[config.mk]
export PLATFORM = sky130hd
export DESIGN_NAME = modular_keyswitch_accumulate
export DESIGN_NICKNAME = d
export VERILOG_FILES = /design/src/rtl/mksa_pkg.sv /design/src/rtl/modular_keyswitch_accumulate.sv
export SDC_FILE = /design/constraint.sdc
export NUM_CORES = 2
export LEC_CHECK = 0
export CAP_MARGIN = 5
export CORE_ASPECT_RATIO = 0.7
export CORE_UTILIZATION = 45
export CTS_CLUSTER_DIAMETER = 80
export DETAILED_ROUTE_END_ITERATION = 16
export DONT_BUFFER_PORTS = 1
export PLACE_DENSITY = 0.66
export SYNTH_ARGS = -nofsm -noshare
export SYNTH_HDL_FRONTEND = slang
export SYNTH_SLANG_ARGS = --single-unit
[constraint.sdc]
create_clock -name clk -period 13.6 [get_ports clk]
set_clock_uncertainty 0.05 [all_clocks]
set_input_delay 1.36 -clock clk [delete_from_list [all_inputs] [get_ports clk]]
set_output_delay 1.36 -clock clk [all_outputs]
set_load 0.01 [all_outputs]
[src/rtl/mksa_pkg.sv]
// ----------------------------------------------------------------------------
// mksa_pkg
// Shared widths, types and sequencer states of the key-switch accumulator.
// ----------------------------------------------------------------------------
`default_nettype none

package mksa_pkg;

  localparam int unsigned COEF_W      = 62;
  localparam int unsigned CNT_W       = 6;
  localparam int unsigned IN_TDATA_W  = 192;
  localparam int unsigned OUT_TDATA_W = 64;

  typedef logic [COEF_W-1:0] coef_t;

  localparam coef_t             MOD_MIN  = coef_t'(2);
  localparam logic [CNT_W-1:0]  BIT_TOP  = CNT_W'(COEF_W - 1);

  typedef enum logic [2:0] {
    ST_IDLE,
    ST_REDUCE,
    ST_PREP,
    ST_MUL,
    ST_SUB,
    ST_FIX
  } st_t;

endpackage

`default_nettype wire

[src/rtl/modular_keyswitch_accumulate.sv]
// ----------------------------------------------------------------------------
// modular_keyswitch_accumulate
// One key-switch output coefficient: start value minus the sum of key times
// digit over the terms of a run, modulo a configured modulus.
// Input beats are taken one at a time: a new beat is accepted only after the
// previous one has gone through acceptance, bit-serial reduction of key and
// running value, set-up, bit-serial modular multiply (one multiplier bit per
// cycle) and final subtraction. A full output register still waiting stalls
// the final step.
// Reset: synchronous, active low; modulus returns to 2, running value and
// error flag to zero, no result pending.
// ----------------------------------------------------------------------------
`default_nettype none

module modular_keyswitch_accumulate
  import mksa_pkg::*;
(
  input  wire logic                   clk,
  input  wire logic                   rst_n,
  // configuration
  input  wire logic                   cfg_wr_en,
  input  wire logic [COEF_W-1:0]      cfg_wr_data,       // modulus
  // input beats
  input  wire logic                   in_tvalid,
  output logic                        in_tready,
  input  wire logic [IN_TDATA_W-1:0]  in_tdata,  // start_value, key_coeff, digit_coeff, zero pad
  input  wire logic                   in_tuser,  // first_term
  input  wire logic                   in_tlast,  // last_term
  // result beats
  output logic                        out_tvalid,
  input  wire logic                   out_tready,
  output logic [OUT_TDATA_W-1:0]      out_tdata, // coeff_out, zero pad
  output logic                        out_tuser  // range_error
);

  st_t   state_r, state_nxt;

  coef_t modulus_r;
  coef_t running_value_r;
  logic  error_seen_r;

  coef_t q_r;
  coef_t key_sh_r, run_sh_r, digit_sh_r;
  coef_t key_rem_r, run_rem_r, acc_r;
  logic [COEF_W:0] qa1_r, qa2_r;
  logic [COEF_W:0] diff_r;
  logic [CNT_W-1:0] cnt_r;
  logic  last_r, err_r;

  logic  out_valid_r;
  coef_t out_coeff_r;
  logic  out_err_r;

  coef_t in_start, in_key, in_digit;
  logic  in_fire, fix_go, cnt_done;

  assign in_start = in_tdata[COEF_W-1:0];
  assign in_key   = in_tdata[2*COEF_W-1:COEF_W];
  assign in_digit = in_tdata[3*COEF_W-1:2*COEF_W];

  assign in_fire  = in_tvalid && in_tready;
  assign cnt_done = (cnt_r == '0);
  assign fix_go   = !last_r || !out_valid_r || out_tready;

  // bit-serial reduction: r = 2r + bit, minus q if not below it
  logic [COEF_W:0]   key_cat, run_cat;
  logic [COEF_W+1:0] key_try, run_try;
  coef_t             key_step, run_step;

  assign key_cat  = {key_rem_r, key_sh_r[COEF_W-1]};
  assign run_cat  = {run_rem_r, run_sh_r[COEF_W-1]};
  assign key_try  = {1'b0, key_cat} - {2'b00, q_r};
  assign run_try  = {1'b0, run_cat} - {2'b00, q_r};
  assign key_step = key_try[COEF_W+1] ? key_cat[COEF_W-1:0] : key_try[COEF_W-1:0];
  assign run_step = run_try[COEF_W+1] ? run_cat[COEF_W-1:0] : run_try[COEF_W-1:0];

  // multiply step: v = 2acc + bit*a < 3q, candidates v, v-q, v-2q side by side
  logic              mbit;
  logic [COEF_W+2:0] dbl, add_s, try_1, try_2;
  logic [COEF_W:0]   sub1, sub2;
  coef_t             acc_step;

  assign mbit  = digit_sh_r[COEF_W-1];
  assign sub1  = mbit ? qa1_r : {1'b0, q_r};
  assign sub2  = mbit ? qa2_r : {q_r, 1'b0};
  assign dbl   = {2'b00, acc_r, 1'b0};
  assign add_s = dbl + (mbit ? {3'b000, key_rem_r} : '0);
  assign try_1 = dbl - {2'b00, sub1};
  assign try_2 = dbl - {2'b00, sub2};

  always_comb begin
    if (!try_2[COEF_W+2]) begin
      acc_step = try_2[COEF_W-1:0];
    end else if (!try_1[COEF_W+2]) begin
      acc_step = try_1[COEF_W-1:0];
    end else begin
      acc_step = add_s[COEF_W-1:0];
    end
  end

  // final correction of run - product into [0, q)
  coef_t fixed;
  assign fixed = diff_r[COEF_W] ? (diff_r[COEF_W-1:0] + q_r) : diff_r[COEF_W-1:0];

  // sequencer
  always_ff @(posedge clk) begin
    if (!rst_n) begin
      state_r <= ST_IDLE;
    end else begin
      state_r <= state_nxt;
    end
  end

  always_comb begin
    state_nxt = state_r;
    in_tready = 1'b0;
    case (state_r)
      ST_IDLE: begin
        in_tready = 1'b1;
        if (in_tvalid) begin
          state_nxt = ST_REDUCE;
        end
      end
      ST_REDUCE: begin
        if (cnt_done) begin
          state_nxt = ST_PREP;
        end
      end
      ST_PREP:   state_nxt = ST_MUL;
      ST_MUL: begin
        if (cnt_done) begin
          state_nxt = ST_SUB;
        end
      end
      ST_SUB:    state_nxt = ST_FIX;
      ST_FIX: begin
        if (fix_go) begin
          state_nxt = ST_IDLE;
        end
      end
      default:   state_nxt = ST_IDLE;
    endcase
  end

  // control state and the result handshake
  always_ff @(posedge clk) begin
    if (!rst_n) begin
      modulus_r       <= MOD_MIN;
      running_value_r <= '0;
      error_seen_r    <= 1'b0;
      out_valid_r     <= 1'b0;
    end else begin
      if (cfg_wr_en) begin
        modulus_r <= (cfg_wr_data < MOD_MIN) ? MOD_MIN : cfg_wr_data;
      end
      if (state_r == ST_FIX && fix_go && last_r) begin
        out_valid_r <= 1'b1;
      end else if (out_valid_r && out_tready) begin
        out_valid_r <= 1'b0;
      end
      if (state_r == ST_FIX && fix_go) begin
        if (last_r) begin
          running_value_r <= '0;
          error_seen_r    <= 1'b0;
        end else begin
          running_value_r <= fixed;
          error_seen_r    <= err_r;
        end
      end
    end
  end

  // datapath
  always_ff @(posedge clk) begin
    case (state_r)
      ST_IDLE: begin
        if (in_fire) begin
          q_r        <= modulus_r;
          key_sh_r   <= in_key;
          digit_sh_r <= in_digit;
          run_sh_r   <= in_tuser ? in_start : running_value_r;
          key_rem_r  <= '0;
          run_rem_r  <= '0;
          cnt_r      <= BIT_TOP;
          last_r     <= in_tlast;
          err_r      <= (in_tuser ? (in_start >= modulus_r) : error_seen_r)
                        || (in_key >= modulus_r) || (in_digit >= modulus_r);
        end
      end
      ST_REDUCE: begin
        key_rem_r <= key_step;
        run_rem_r <= run_step;
        key_sh_r  <= {key_sh_r[COEF_W-2:0], 1'b0};
        run_sh_r  <= {run_sh_r[COEF_W-2:0], 1'b0};
        cnt_r     <= cnt_r - 1'b1;
      end
      ST_PREP: begin
        qa1_r <= {1'b0, q_r} - {1'b0, key_rem_r};
        qa2_r <= {q_r, 1'b0} - {1'b0, key_rem_r};
        acc_r <= '0;
        cnt_r <= BIT_TOP;
      end
      ST_MUL: begin
        acc_r      <= acc_step;
        digit_sh_r <= {digit_sh_r[COEF_W-2:0], 1'b0};
        cnt_r      <= cnt_r - 1'b1;
      end
      ST_SUB: begin
        diff_r <= {1'b0, run_rem_r} - {1'b0, acc_r};
      end
      ST_FIX: begin
        if (fix_go && last_r) begin
          out_coeff_r <= fixed;
          out_err_r   <= err_r;
        end
      end
      default: ;
    endcase
  end

  assign out_tvalid = out_valid_r;
  assign out_tdata  = {{(OUT_TDATA_W-COEF_W){1'b0}}, out_coeff_r};
  assign out_tuser  = out_err_r;

  // checks
  a_one_at_a_time: assert property (@(posedge clk) disable iff (!rst_n)
    in_fire |=> !in_tready)
    else $error("second beat taken while an item is in progress");

  a_rem_in_range: assert property (@(posedge clk) disable iff (!rst_n)
    (state_r == ST_PREP) |-> (key_rem_r < q_r) && (run_rem_r < q_r))
    else $error("reduction left a remainder at or above the modulus");

  a_acc_in_range: assert property (@(posedge clk) disable iff (!rst_n)
    (state_r == ST_MUL) |=> (acc_r < q_r))
    else $error("multiply accumulator left the residue range");

  a_result_in_range: assert property (@(posedge clk) disable iff (!rst_n)
    $rose(out_valid_r) |-> (out_coeff_r < q_r))
    else $error("result coefficient at or above the modulus");

endmodule

`default_nettype wire

## Word level (Yosys, flattened, before mapping)

Cells that the tools add are included.
W data, S select, Z words.

- Reductions and logical operators: 25
- Equality and inequality tests: 10
- Muxes and demuxes: 33
- Order comparisons: 4
- Add/sub/neg operators: 10

Operator list:

| operator | count |
|---|---|
| $mux W62 | 13 |
| $pmux W62 S2 | 6 |
| $ge A62 B62 Y1 | 3 |
| $sub A63 B62 Y64 | 2 |
| $sub A63 B63 Y64 | 2 |
| $mux W63 | 2 |
| $sub A62 B62 Y63 | 2 |
| $add A62 B62 Y62 | 2 |
| $sub A63 B62 Y63 | 1 |
| $lt A62 B2 Y1 const B | 1 |
| $pmux W3 S6 | 1 |
| $pmux W6 S3 | 1 |
| $mux W3 | 4 |
| $ne A2 B2 Y1 const B | 5 |
| $reduce_and A2 Y1 | 5 |
| $reduce_bool A2 Y1 | 4 |
| $eq A3 B2 Y1 const B | 2 |
| $eq A3 B3 Y1 const B | 2 |
| $logic_not A6 Y1 | 1 |
| $mux W6 | 1 |
| $sub A6 B1 Y6 const B | 1 |
| $logic_and A1 B1 Y1 | 5 |
| $mux W1 | 5 |
| $logic_or A1 B1 Y1 | 4 |
| other kinds (6) | 7 |

- Output and inout port bits: 67
- Word-level logic and storage cells: 102
- Bits of input ports: 261
- Register bits: 823

## Logic depth before layout (Yosys ltp)

- Depth in word-level cells: 6
- Depth in mapped cells: 22
- Gate-level depth less buffers: 18

## Worst setup path after synthesis

OpenSTA, ideal clock, no wires.

- Path kind: reg-to-reg
- Start: reg state_r[1]
- End: reg qa1_r[0] (enable)
- Library setup time: 0.625 ns
- Data arrival time: 9.052 ns
- Buffers on the path: 1
- Stages on the path, launching flop included: 4
- Required time: 12.925 ns
- Setup slack: 3.873 ns
- Clock period less this slack: 9.727 ns
- Path through: dfxtp_1 clkbuf_1 nor2b_1 nor2b_1

- Word-level cells in the longest chain between the ends: 1

Ends and longest elaborated chain:

| element | line | source |
|---|---|---|
| start: declaration | modular_keyswitch_accumulate.sv:36 | `st_t state_r, state_nxt;` |
| start signal: assignment | modular_keyswitch_accumulate.sv:110 | `state_r <= state_nxt;` |
| $eq A3 B2 Y1 | modular_keyswitch_accumulate.sv:175 | `case (state_r)` |
| end signal: assignment | modular_keyswitch_accumulate.sv:198 | `qa1_r <= {1'b0, q_r} - {1'b0, key_rem_r};` |
| end: declaration | modular_keyswitch_accumulate.sv:45 | `logic [COEF_W:0] qa1_r, qa2_r;` |

Every way passes these cells.
A chain may end at the register's enable or synchronous reset.

## Worst setup path after layout

- Start: reg digit_sh_r[61]
- End: reg acc_r[56], data pin

- Word-level cells in the longest chain between the ends: 5
- Elaborated cells on any way between the ends: 9
- Classes of those cells: 3 x add/sub; 6 x mux

Ends and longest elaborated chain:

| element | line | source |
|---|---|---|
| start: declaration | modular_keyswitch_accumulate.sv:43 | `coef_t key_sh_r, run_sh_r, digit_sh_r;` |
| start signal: assignment | modular_keyswitch_accumulate.sv:180 | `digit_sh_r <= in_digit;` |
| start signal: assignment | modular_keyswitch_accumulate.sv:205 | `digit_sh_r <= {digit_sh_r[COEF_W-2:0], 1'b0};` |
| $mux W63 or $mux W62 (tied branches) | modular_keyswitch_accumulate.sv:84, modular_keyswitch_accumulate.sv:87 |  |
| $sub A63 B63 Y64 or $add A62 B62 Y62 (tied branches) | modular_keyswitch_accumulate.sv:88, modular_keyswitch_accumulate.sv:87 |  |
| $mux W62 | modular_keyswitch_accumulate.sv:94 | `end else if (!try_1[COEF_W+2]) begin` |
| $mux W62 (*) | modular_keyswitch_accumulate.sv:92 | `if (!try_2[COEF_W+2]) begin` |
| $pmux W62 S2 (*) | modular_keyswitch_accumulate.sv:175 |  |
| end signal: assignment | modular_keyswitch_accumulate.sv:204 | `acc_r <= acc_step;` |
| end: declaration | modular_keyswitch_accumulate.sv:44 | `coef_t key_rem_r, run_rem_r, acc_r;` |

Mark *: on every way between the ends. The rest lies on a longest branch, timed or not.

==> flow_summary.yaml <==
outcome:
  status: "finished, violations left"
  violations: "capacitance limit, slew limit"
global_routing:
  grt_pass1_vias: 52930
  grt_pass1_wl_mm: 330.0
  gr-total-overflow: 0
  antenna_found_initial: 8
  grt_start_max_net_pins: 184
  grt.total_usage_pct: 27.79
die:
  die_width_um: 469.2
  core_um2: 151000
  start_util_pct: 45.54
  die_h_um: 329.0
  dieArea_um2: 154400
  rows: 119
  io-pin-count: 328
setup_path:
  worstPathRequired_ns: 14.10
  cp_max_fo: 141
  cpMostUsedCell: "buf_4"
  cp-startpoint: "digit_sh_r[61]"
  cp-start-kind: "flip-flop"
  cp_slowest_stage_delay_ns: 0.58
  critical_path_class: "flip-flop to flip-flop"
  rrSetupSlack_ns: 6.15
  reg2reg_depth: 19
  timing.rr.end: "acc_r[56]"
  critPathArrivalTime_ns: 7.95
  crit-reg2reg-launch: "digit_sh_r[61]"
  path_cells: "buf_4 -> buf_12 -> buf_4 -> nand2_1 -> o21a_1 -> ha_1 -> or3_1 -> o22ai_2 -> nor4_1 -> nor3_1 -> o21a_1 -> o31a_1 -> nor4_1 -> o22a_1 -> a211oi_4 -> buf_4 -> nand2_2 -> o32ai_1 -> a31o_2"
  end_kind: "flip-flop"
  slowest_stage: "nand2_2"
sta:
  slew_headroom_pct: -4.065
  hold_violations: 0
  fin_setup_tns_ns: 0
  setup_violations: 0
  rsz0062_at_grt: "false"
  tightest_slew_ns: 1.547
  fin_crit_ns: 7.450
  period_share_pct: 54.78
  drv_slew: 2
  max_freq_ghz: 0.1342
route:
  drtAntennaViolNets: 0
  drc_errors: 0
  drt_wl_total_mm: 223.8
  dr.pass1.iters: 6
  viasPerCell: 5.993
  drtIter0Drc: 6017
  avgRoutedWirePerCell_um: 23.03
  vias: 58230
clock_network:
  cts_tree: "done"
  cts_buffers: 87
  clk_latency_ns: 0.73
  htree_levels: 3
  ctsHoldBuffers: 0
  clk_pin_slew_ns: 0.07
  cts_root_buffer: "clkbuf_16"
  postCtsResizedCells: 0
  clkSinkCount: 823
  postCtsSetupBuffers: 0
  cts_buffer_depth: 3
placed_design:
  dp.cells: 9555
  hpwlAfterDp_mm: 179.9
  place.gp.congestion: 0.9684
  place.port_buffers: 0
synth:
  synth-seq-cells: 823
  yosysTopAreaCellShare_pct: 30.31
  netlist_top_cells_area: "edfxtp_1 30%, ha_1 14%, a21oi_1 7.2%"
  synth_top_cells_by_count: "989 x a21oi_1, 931 x nand2_1, 748 x ha_1"
  synth-async-reset-ratio_pct: 0
  syn_inst: 7848
  synth_edf_count: 694
  ys.flop_type: "edfxtp_1"
  yosysMostFrequentCell: "a21oi_1"
  yosysTopAreaCell: "edfxtp_1"
  syn_area_um2: 68750
  syn_area_per_cell_um2: 8.760
  yosysWarnings: 0
  yosysSeqAreaShare_pct: 34.07
  synth_cell_types: 108
layout:
  finalNonFillerCells: 9717
  regArea_um2: 23420
  antenna_cells: 0
  syn_to_final_growth_pct: 6.668
  final_core_util_pct: 48.57
  drive_above_1_share_pct: 4.352
  n_fill_cell: 14420
  final_nets: 8666
  reg_top3: "diff_r x63, qa1_r x63, qa2_r x63"
  multi_input_area_um2: 42470
power_and_ir_drop:
  intPower_mw: 5.670
  ir_worst_vdd_mv: 0.1101
  comb_power_share_pct: 35.7
  powerDensity_nw_per_um2: 121.3
  total_power_mw: 8.899
  switchingPower_mw: 3.229
  switching_share_pct: 36.28
  pwr-share-seq_pct: 35.1
  clockPowerShare_pct: 29.2
  leakagePower_nw: 30.61
worst_hold_path:
  min_path_cells: 0
  hold_path.startpoint: "modulus_r[10]"
  min_delay_worst_endpoint: "q_r[10]"
  hp-class: "flip-flop to flip-flop"
job:
  cap_violations: 1
[worst max-delay path, delay by kind of cell, from the launching register on]
kind	cells	cell delay [ns]
DFF	1	0.33
adders and majority gates	1	0.19
and+or+nand+nor	6	1.75
AOI/OAI and AO/OA	8	2.52
buffers and inverters	4	2.02
[through the flow]
step / setup slack, ns / hold slack, ns / instance area [um2]
finish: 6.150 / 0.4126 / 73340
global route: 5.996 / 0.4322 / 73340
CTS: 6.452 / 0.4200 / 73340
detailed placement: 6.604 / 0.3923 / 70270
global placement: 6.713 / 0.3930 / 70270
floorplan: 3.873 / 0.3773 / 68760
[layer usage]
metal	GRT usage, %	part of all wire, %	up-vias
met5	0	0.0058	-
met4	7.325	2.7	2
met3	4.109	6.7	264
met2	42.05	44	1971
met1	41.03	47	27670
li1	-	-	28330
[logic make-up after synthesis]
family / Yosys count / synth area share [%]
AOI/OAI and AO/OA: 2435 / 22.44
xor gates and xnor gates: 518 / 6.599
adders and majority gates: 757 / 13.87
buffers and inverters: 746 / 4.300
DFF: 823 / 34.07
muxes: 186 / 2.808
other: 1 / 0.005454
and+or+nand+nor: 2382 / 15.91
[power by group through the flow]
stage,combinational (mW),clock (mW),sequential [mW]
3_3_place_gp,3.06,0,3.18
4_1_cts,3.12,2.64,3.13
3_5_place_dp,3.09,0,3.18
6_report,3.17,2.60,3.12
5_1_grt,3.50,2.73,3.14
2_1_floorplan,2.42,0,3.12
[layout by cell type, fill, tap and decap left out, drive strengths merged, types with 67 or more instances in the layout]
| master | count |
|---|---|
| mux2i | 134 |
| a211oi | 79 |
| a31oi | 69 |
| o21bai | 106 |
| clkbuf | 106 |
| o21ai | 377 |
| xnor2 | 335 |
| xor2 | 183 |
| ha | 748 |
| o21a | 67 |
| nor2 | 589 |
| edfxtp | 694 |
| and2 | 95 |
| nor2b | 183 |
| nor3 | 89 |
| nand2 | 933 |
| a21oi | 994 |
| nand4 | 152 |
| dfxtp | 129 |
| inv | 427 |
| a21o | 367 |
| nand3 | 119 |
[layout make-up]
type,count,share of cell area [%]
well taps,1996,3.405
repair buffers,38,0.4231
clock buffers,106,3.236
flip-flops and latches,823,31.94
clock inverters,56,0.9401
multi-input cells,6280,57.92
inverters,418,2.139
[how the worst max path moves through the flow]
stage,cells after the start,to,slack (ns)
2_1_floorplan,3,qa1_r[0],3.87
3_3_place_gp,19,acc_r[56],6.71
3_5_place_dp,19,acc_r[56],6.60
4_1_cts,19,acc_r[56],6.45
5_1_grt,19,acc_r[56],6.00
6_report,19,acc_r[56],6.15
Power figures use the tool's default switching activity.
